### src/sv/mpow_pkg.sv
// Shared types and constants for the matrix power block.
package mpow_pkg;

  localparam int unsigned DataW = 32;
  localparam int unsigned ExpW  = 31;
  localparam int unsigned DimW  = 4;
  localparam logic [DimW-1:0] DimReset = 4'd8;

  typedef enum logic [3:0] {
    ST_LOAD,
    ST_INIT,
    ST_CHECK,
    ST_MUL_RD,
    ST_MUL_WAIT,
    ST_MUL_ACC,
    ST_MUL_WR,
    ST_COPY_RD,
    ST_COPY_WR,
    ST_SHIFT,
    ST_OUT_RD,
    ST_OUT_SHOW
  } state_e;

  // Destination of a product and the source pair.
  typedef enum logic [1:0] {
    MUL_NONE,
    MUL_ACC,
    MUL_SQR
  } mul_kind_e;

  // Commands from the controller to the datapath.
  typedef struct packed {
    logic       load_we;
    logic       init_we;
    logic       clr_sum;
    logic       acc_en;
    logic       scr_we;
    logic       copy_we;
    logic       copy_to_acc;
    logic       out_rd;
    logic       work_copy;
  } dp_cmd_t;

endpackage

### src/sv/mpow_ctrl.sv
// Sequencer for load, exponent loop, multiply and result output.
module mpow_ctrl import mpow_pkg::*; #(
  parameter int unsigned MaxDim = 8,
  parameter int unsigned IdxW = 3
) (
  input  logic             clk_i,
  input  logic             rst_ni,
  input  logic [DimW-1:0]  dim_cfg_i,
  input  logic             in_fire_i,
  input  logic             in_last_i,
  input  logic [ExpW-1:0]  in_exp_i,
  input  logic             out_ready_i,
  output logic             in_ready_o,
  output logic             out_valid_o,
  output logic             out_last_o,
  output dp_cmd_t          cmd_o,
  output logic [IdxW-1:0]  row_o,
  output logic [IdxW-1:0]  col_o,
  output logic [IdxW-1:0]  k_o,
  output logic             sqr_o
);
  localparam logic [IdxW:0] MaxD = (IdxW+1)'(MaxDim);
  localparam int unsigned LdW = 2 * IdxW + 1;

  state_e state_q, state_d;
  logic [IdxW-1:0] row_q, row_d, col_q, col_d, k_q, k_d;
  logic [LdW-1:0] ld_q, ld_d, ld_total, ld_idx, ld_next;
  logic [IdxW-1:0] ld_row, ld_col;
  logic [ExpW-1:0] exp_q, exp_d;
  logic sqr_q, sqr_d;
  logic [1:0] pipe_q, pipe_d;
  logic [IdxW:0] dim;
  logic [IdxW-1:0] dmax;
  logic wc_q;

  always_comb begin
    if (dim_cfg_i == '0) dim = (IdxW+1)'(1);
    else if ({1'b0, dim_cfg_i} > {1'b0, DimW'(MaxD)}) dim = MaxD;
    else dim = (IdxW+1)'(dim_cfg_i);
    dmax = IdxW'(dim - 1'b1);
  end

  // The load position is a linear count, so a dimension change in the middle
  // of a load maps it onto the new row length. Row and column come from
  // comparing against the multiples of the dimension.
  always_comb begin
    ld_total = LdW'(dim) * LdW'(dim);
    ld_idx = (ld_q >= ld_total) ? '0 : ld_q;
    ld_next = ld_idx + 1'b1;
    if (ld_next >= ld_total) ld_next = '0;
    ld_row = '0;
    for (int m = 1; m < int'(MaxDim); m++) begin
      if (ld_idx >= LdW'(m) * LdW'(dim)) ld_row = ld_row + 1'b1;
    end
    ld_col = IdxW'(ld_idx - LdW'(ld_row) * LdW'(dim));
  end

  always_comb begin
    state_d = state_q;
    row_d = row_q; col_d = col_q; k_d = k_q;
    ld_d = ld_q; exp_d = exp_q; sqr_d = sqr_q; pipe_d = pipe_q;
    case (state_q)
      ST_LOAD: begin
        if (in_fire_i) begin
          if (in_last_i) begin
            ld_d = '0; exp_d = in_exp_i;
            row_d = '0; col_d = '0; state_d = ST_INIT;
          end else begin
            ld_d = ld_next;
          end
        end
      end
      ST_INIT: begin
        if (col_q == dmax) begin
          col_d = '0;
          if (row_q == dmax) begin row_d = '0; state_d = ST_CHECK; end
          else row_d = row_q + 1'b1;
        end else col_d = col_q + 1'b1;
      end
      ST_CHECK: begin
        row_d = '0; col_d = '0; k_d = '0; pipe_d = '0;
        if (exp_q == '0) state_d = ST_OUT_RD;
        else if (exp_q[0]) begin sqr_d = 1'b0; state_d = ST_MUL_RD; end
        else state_d = ST_SHIFT;
      end
      ST_MUL_RD: begin
        if (k_q == dmax) state_d = ST_MUL_WAIT;
        else k_d = k_q + 1'b1;
      end
      ST_MUL_WAIT: begin
        pipe_d = pipe_q + 1'b1;
        if (pipe_q == 2'd2) state_d = ST_MUL_WR;
      end
      ST_MUL_ACC: state_d = ST_MUL_WR;
      ST_MUL_WR: begin
        k_d = '0; pipe_d = '0;
        if (col_q == dmax) begin
          col_d = '0;
          if (row_q == dmax) begin row_d = '0; state_d = ST_COPY_RD; end
          else begin row_d = row_q + 1'b1; state_d = ST_MUL_RD; end
        end else begin col_d = col_q + 1'b1; state_d = ST_MUL_RD; end
      end
      ST_COPY_RD: state_d = ST_COPY_WR;
      ST_COPY_WR: begin
        if (col_q == dmax) begin
          col_d = '0;
          if (row_q == dmax) begin
            row_d = '0;
            state_d = sqr_q ? ST_CHECK : ST_SHIFT;
          end else begin row_d = row_q + 1'b1; state_d = ST_COPY_RD; end
        end else begin col_d = col_q + 1'b1; state_d = ST_COPY_RD; end
      end
      ST_SHIFT: begin
        exp_d = exp_q >> 1;
        if ((exp_q >> 1) == '0) state_d = ST_OUT_RD;
        else begin sqr_d = 1'b1; state_d = ST_MUL_RD; end
        k_d = '0; row_d = '0; col_d = '0; pipe_d = '0;
        if (sqr_q && state_q == ST_SHIFT) sqr_d = ((exp_q >> 1) != '0);
      end
      ST_OUT_RD: state_d = ST_OUT_SHOW;
      ST_OUT_SHOW: begin
        if (out_ready_i) begin
          if (col_q == dmax) begin
            col_d = '0;
            if (row_q == dmax) begin row_d = '0; state_d = ST_LOAD; end
            else begin row_d = row_q + 1'b1; state_d = ST_OUT_RD; end
          end else begin col_d = col_q + 1'b1; state_d = ST_OUT_RD; end
        end
      end
      default: state_d = ST_LOAD;
    endcase
    // A squaring pass returns to CHECK with the exponent, already shifted in SHIFT, unchanged.
    if (state_q == ST_COPY_WR && state_d == ST_CHECK) exp_d = exp_q;
  end

  // Work-store refresh from the base happens during INIT. Products pass through the
  // operand registers and the product register before the sum, so accumulation lags the k sweep.
  always_comb begin
    cmd_o = '0;
    row_o = row_q; col_o = col_q; k_o = k_q; sqr_o = sqr_q;
    in_ready_o = 1'b0; out_valid_o = 1'b0;
    out_last_o = (row_q == dmax) && (col_q == dmax);
    case (state_q)
      ST_LOAD: begin
        in_ready_o = 1'b1;
        row_o = ld_row; col_o = ld_col;
        cmd_o.load_we = in_fire_i;
      end
      ST_INIT: cmd_o.init_we = 1'b1;
      ST_MUL_RD: begin
        cmd_o.acc_en = (k_q > IdxW'(1));
        cmd_o.clr_sum = (k_q == '0);
      end
      ST_MUL_WAIT: cmd_o.acc_en = (pipe_q != 2'd2) && !(pipe_q == 2'd0 && dmax == '0);
      ST_MUL_ACC: cmd_o.acc_en = 1'b1;
      ST_MUL_WR: cmd_o.scr_we = 1'b1;
      ST_COPY_WR: begin cmd_o.copy_we = 1'b1; cmd_o.copy_to_acc = !sqr_q; end
      ST_OUT_RD: cmd_o.out_rd = 1'b1;
      ST_OUT_SHOW: begin out_valid_o = 1'b1; cmd_o.out_rd = 1'b1; end
      default: ;
    endcase
    cmd_o.work_copy = wc_q;
  end

  // wc_q marks the cycle after each INIT step, when the base read lands in
  // the work store.
  always_ff @(posedge clk_i or negedge rst_ni) begin
    if (!rst_ni) wc_q <= 1'b0;
    else wc_q <= (state_q == ST_INIT);
  end

  always_ff @(posedge clk_i or negedge rst_ni) begin
    if (!rst_ni) begin
      state_q <= ST_LOAD;
      row_q <= '0; col_q <= '0; k_q <= '0; ld_q <= '0;
      exp_q <= '0; sqr_q <= 1'b0; pipe_q <= '0;
    end else begin
      state_q <= state_d;
      row_q <= row_d; col_q <= col_d; k_q <= k_d; ld_q <= ld_d;
      exp_q <= exp_d; sqr_q <= sqr_d; pipe_q <= pipe_d;
    end
  end
endmodule

### config.mk
export PLATFORM = sky130hd
export DESIGN_NAME = mpow_ctrl
export DESIGN_NICKNAME = d
export VERILOG_FILES = /design/src/sv/mpow_pkg.sv /design/src/sv/mpow_ctrl.sv
export SDC_FILE = /design/constraint.sdc
export NUM_CORES = 1
export LEC_CHECK = 0
export BUFFER_PORTS_ARGS = -buffer_cell sky130_fd_sc_hd__buf_2
export CORE_ASPECT_RATIO = 0.75
export CORE_MARGIN = 3
export CORE_UTILIZATION = 65
export DETAILED_ROUTE_END_ITERATION = 7
export MAX_ROUTING_LAYER = met4
export PLACE_DENSITY_LB_ADDON = 0.2
export SYNTH_ARGS = -nofsm -noshare
export SYNTH_HDL_FRONTEND = slang
export SYNTH_SLANG_ARGS = --single-unit
### constraint.sdc
create_clock -name clk_i -period 26.2 [get_ports clk_i]
set_clock_uncertainty 0.1 [all_clocks]
set_input_delay 3.93 -clock clk_i [delete_from_list [all_inputs] [get_ports clk_i]]
set_output_delay 3.93 -clock clk_i [all_outputs]
set_load 0.01 [all_outputs]
* Word-level counts from Yosys, hierarchy flattened
Cells that the tools add are included.
Word-level totals: register bits 55, input bits 40, output and inout bits 22, word-level logic and storage cells 154
Operators by class: add/sub/neg operators 13, $mul 6, $lt $le $gt $ge 11, eq/ne operators 24, muxes and demuxes 61, bitwise operators 1, reductions and logical operators 29
Operator list (number):
- $mux W4 | 18
- $logic_not A31 Y1 | 2
- $mux W31 | 2
- $pmux W31 S2 | 1
- $mux W3 | 17
- $pmux W4 S12 | 1
- $ge A7 B7 Y1 | 5
- $reduce_bool A31 Y1 | 1
- $add A3 B1 Y3 const B | 9
- $pmux W3 S4 | 2
- $mux W7 | 3
- $eq A4 B3 Y1 const B | 4
- $eq A4 B4 Y1 const B | 4
- $ge A7 B6 Y1 | 2
- $mul A3 B4 Y7 const A | 2
- $ne A2 B2 Y1 const B | 7
- $eq A4 B2 Y1 const B | 3
- $mul A2 B4 Y6 const A | 2
- $mux W1 | 12
- $reduce_and A4 Y1 | 3
- $eq A3 B3 Y1 | 3
- $logic_not A4 Y1 | 2
- $reduce_bool A2 Y1 | 4
- $add A7 B1 Y7 const B | 1
- 26 further kinds | 35

* Longest topological paths before layout
depth after elaboration 23, gate-level depth with buffers 46, gate-level depth less buffers 45

* Least setup slack after synthesis
No wires, ideal clock.
path type input-to-output, start point in dim_cfg_i[3], end point out col_o[2], arrival 12451 ps, setup slack 9719 ps, stages 43, buffers on the path 2, path through clkbuf_1 > inv_1 > nand2_1 > inv_1 > ha_1 > ha_1 > or2_2 > ha_1 > a21oi_1 > xnor2_1 > ha_1 > nand4_1 > nor3_4 > nor3_2 > nand2_1 > inv_1 > ha_1 > a21o_1 > [... 7 more ...] > and2_1 > mux2i_1 > and2_1 > ha_1 > inv_1 > o21ai_0 > ha_1 > o21bai_1 > nor2_1 > ha_1 > inv_1 > fa_1 > xor2_1 > xnor2_1 > or3_1 > and3_1 > o21a_1 > o31ai_2
Between the ends: longest elaborated chain between the ends 23, elaborated cells on any way between the ends 34, those cells by class add/sub: 7; mul: 6; order compare: 9; mux: 11; reduce/logical: 1
Ends and longest elaborated chain:
- from (decl) | RTL line mpow_ctrl.sv:8 | input logic [DimW-1:0] dim_cfg_i,
- $gt A4 B4 Y1 | RTL line mpow_ctrl.sv:38 | else if ({1'b0, dim_cfg_i} > {1'b0, DimW'(MaxD)}) dim = MaxD;
- $mux W4 | RTL line mpow_ctrl.sv:38
- $mux W4 * | RTL line mpow_ctrl.sv:37 | if (dim_cfg_i == '0) dim = (IdxW+1)'(1);
- $mul A4 B4 Y7 | RTL line mpow_ctrl.sv:47 | ld_total = LdW'(dim) * LdW'(dim);
- $ge A7 B7 Y1 | RTL line mpow_ctrl.sv:48 | ld_idx = (ld_q >= ld_total) ? '0 : ld_q;
- $mux W7 | RTL line mpow_ctrl.sv:48
- $ge A7 B4 Y1 | RTL line mpow_ctrl.sv:53 | if (ld_idx >= LdW'(m) * LdW'(dim)) ld_row = ld_row + 1'b1;
- $mux W1 | RTL line mpow_ctrl.sv:53
- [... 7 more ...]
- $mux W3 | RTL line mpow_ctrl.sv:53
- $add A3 B1 Y3 | RTL line mpow_ctrl.sv:53
- $mux W3 | RTL line mpow_ctrl.sv:53
- $add A3 B1 Y3 | RTL line mpow_ctrl.sv:53
- $mux W3 | RTL line mpow_ctrl.sv:53
- $mul A3 B4 Y3 | RTL line mpow_ctrl.sv:55 | ld_col = IdxW'(ld_idx - LdW'(ld_row) * LdW'(dim));
- $sub A3 B3 Y3 * | RTL line mpow_ctrl.sv:55
- $mux W3 * | RTL line mpow_ctrl.sv:143 | case (state_q)
- to (decl) | RTL line mpow_ctrl.sv:18 | output logic [IdxW-1:0] col_o,
Mark *: on every way between the ends. The rest lies on a longest branch, timed or not.

* Worst setup path after layout
Ends and elaborated chain as after synthesis.

==> summary.md <==
| Metric | Value |
|---|---|
| Period Utilization, post-route | 0.673 |
| Die height | 85.3 microns |
| Max-slew violation count | 0 |
| Sequential fraction of the synthesis area | 0.253 |
| DRC | 0 |
| Hold WC Path Type | reg2reg |
| Syn avg cell area | 8.47 sq um |
| Max incr delay on CP | 0.43 ns |
| EDFF count, synth | 0 |
| Peak supply drop | 0.000145 V |
| Metal3 WL | ~1000 microns |
| CTS tree | yes |
| Final net count | 819 |
| Post-Syn Area | 5450 sq um |
| H-tree depth | 2 |
| Count leader, synth | nand2_1 |
| Area growth syn-to-layout | 8.96% |
| GPL Wtd Cong | 0.938 |
| Site Rows | 28 |
| Worst-Skew Late Latency | 0.32 ns |
| Most common flop cell mapped by yosys | dfrtp_1 |
| Post-route minimum period | 17.63 ns |
| Ports | 62 |
| Max cap viols | 0 |
| Clock Sinks | 55 |
| Mean number of vias per cell | 6.03 |
| Initial DRT Pass Iterations | 4 |
| P_leak | ~3.0 nW |
| Largest area contributor in the netlist | dfrtp_1 |
| Setup TNS | 0 ns |
| Outcome | complete, no violations |
| Non-Filler Instances | 799 |
| Initial antenna violation count | 0 |
| DIE WIDTH | 112 microns |
| Yosys warnings | 0 |
| Num CTS Buffers | 5 |
| CP max FO | 11 |
| I/O Buffers | 61 |
| Final ANT Viol Nets | 0 |
| Die Area | 9520 sq um |
| Critical path class | in2out |
| Detailed-routed wire length on met2 | 5850 microns |
| Mapped Cells | around 640 |
| Startpoint Class | input pin |
| Total GRT Usage | 0.287 |
| Final WL | 13000 microns |
| Fraction of registers with async set or reset after synthesis | 1.00 |
| Initial drt markers | ~310 |
| Fraction of layout cells with a size suffix above 1 | 0.144 |
| DP Area | 5840 sq um |
| Post-CTS Setup Bufs | 0 |
| Wl on met1 | 5980 microns |
| Power Density | 118 nW/um^2 |
| Slew HR | 0.198 |
| Grt ovf | 0 |
| Wire per inst | 16.3 microns |
| CORE AREA | 8020 sq um |
| Worst EP required | 22.17 ns |
| Slowest-stage cell, CP | fa_1 |
| Synth top area share | 0.253 |
| PostCTS Resize Cnt | 0 |
| Top post-synthesis cells by area | dfrtp_1, ha_1, mux2i_1 |
| Dpl cells | 791 |
| Post-synthesis cell type count | 59 |
| Cts-stage hold buffer count | 0 |
| Final setup vio count | 0 |
| CP endpoint kind | primary output |
| Clock root cell | clkbuf_8 |
| Initial core utilization | 0.679 |
| Top cells by count, synth | nand2_1, ha_1, o21ai_0 |
| Largest net degree at the start of global routing | 63 |
| Synthesized net count | approximately 770 |
| HPWL after DPL | a little over 10000 microns |
| Clk slew on worst S/H paths | 0.09 ns |
| Final Hold Violating Endpoints | 0 |
| First-pass GRT wire length | about 22000 microns |
| Max clock buf depth | 2 |
| DR vias | 4820 |
| Antenna diode count | 0 |
| Highest routed layer | met4 |
| Fmax | 0.0567 GHz |
| Worst slew pin tran | between 1 and 1.5 ns |
| RSZ-0062 raised after global routing | false |
| Vias in the first global route | 4791 |
| Worst Path Arrival | 13.60 ns |
| Cell area after layout | 5930 sq um |
| Synthesized flop and latch total | 55 |
## registers in the layout (all words and copies together), names as in the netlist
name	cells
col_q	3
row_q	3
k_o	3
state_q	4
wc_q	1
sqr_o	1
exp_q	31
pipe_q	2
ld_q	7
## critical path, delay by kind of cell
kind,cells,cell delay [ns]
and+or+nand+nor,11,2.42
adders and majority gates,10,3.15
muxes,1,0.18
AOI/OAI and AO/OA,9,1.49
xor gates and xnor gates,4,0.86
buffers and inverters,10,1.56
## layer usage
layer / GRT usage / vias to the layer above
li1: - / 2343
met1: 0.388 / 2271
met2: 0.442 / 174
met3: 0.0641 / 32
met4: 0.0707 / 0
met5: - / -
## final timing paths
kind                                    from  depth (start not counted)        end  slack (ns)
worst max register to register       ld_q[0]                         20    ld_q[5]       21.67
worst min-delay path                exp_q[3]                          2   exp_q[3]        0.42
max in group asynchronous             rst_ni                          2   col_q[2]       21.92
worst min register to register      exp_q[3]                          2   exp_q[3]        0.42
min in group asynchronous             rst_ni                          2  exp_q[20]        3.63
worst max-delay path            dim_cfg_i[3]                         45   col_o[2]        8.57
## stage by stage
stage | setup WS [ns] | power, mW | hold slack (ns) | utilization
global placement | 9.25 | 0.624 | 0.389 | 0.728
floorplan | 9.72 | 0.534 | 0.371 | -
CTS | 8.63 | 0.699 | 0.422 | 0.740
finish | 8.57 | 0.701 | 0.418 | 0.740
detailed placement | 8.66 | 0.649 | 0.400 | 0.728
global route | 7.90 | 0.770 | 0.455 | 0.740
## power by group
group	switching [mW]	internal, mW
Sequential	0.0406	0.120
Clock	0.0296	0.0193
Combinational	0.279	0.212
Total	0.349	0.352
## layout make-up
| class | instances | area [sq um] |
|---|---|---|
| well taps | 105 | 131 |
| multi-input cells | 515 | 3810 |
| repair buffers | 66 | 343 |
| flip-flops and latches | 55 | 1380 |
| inverters | 50 | 188 |
| clock buffers | 6 | 72.6 |
| fillers | 609 | 2090 |
| clock inverters | 2 | 16.3 |
## placed cells by master, fill, tap and decap left out, types with 4 or more instances in the layout
cell / n
xnor2_1: 20
a21oi_1: 31
buf_2: 61
xor2_1: 12
nor3_1: 6
nand2b_1: 7
nor2b_1: 10
o21ai_0: 67
nand3_1: 10
and3_1: 5
nand4_1: 4
a31oi_1: 4
dfrtp_1: 55
mux2i_1: 36
a21o_1: 13
ha_1: 79
and2_1: 7
a22o_1: 5
fa_1: 7
buf_4: 5
clkbuf_8: 5
o211ai_1: 5
nor4_1: 10
or2_2: 7
nor2_1: 39
inv_1: 46
nand2_1: 88
## cells by family (layout without fill, tap and decap cells)
logic type / count (synthesis) / after routing / synth area share
other cells: 1 / 1 / 0.000689
simple gates: 203 / 203 / 0.179
buf+inv: 73 / 124 / 0.0512
fa+ha+maj: 86 / 86 / 0.207
compound gates: 150 / 150 / 0.170
xor+xnor: 37 / 37 / 0.0689
mux: 38 / 38 / 0.0703
flops: 55 / 55 / 0.253
(Power assumes the default switching activity.)
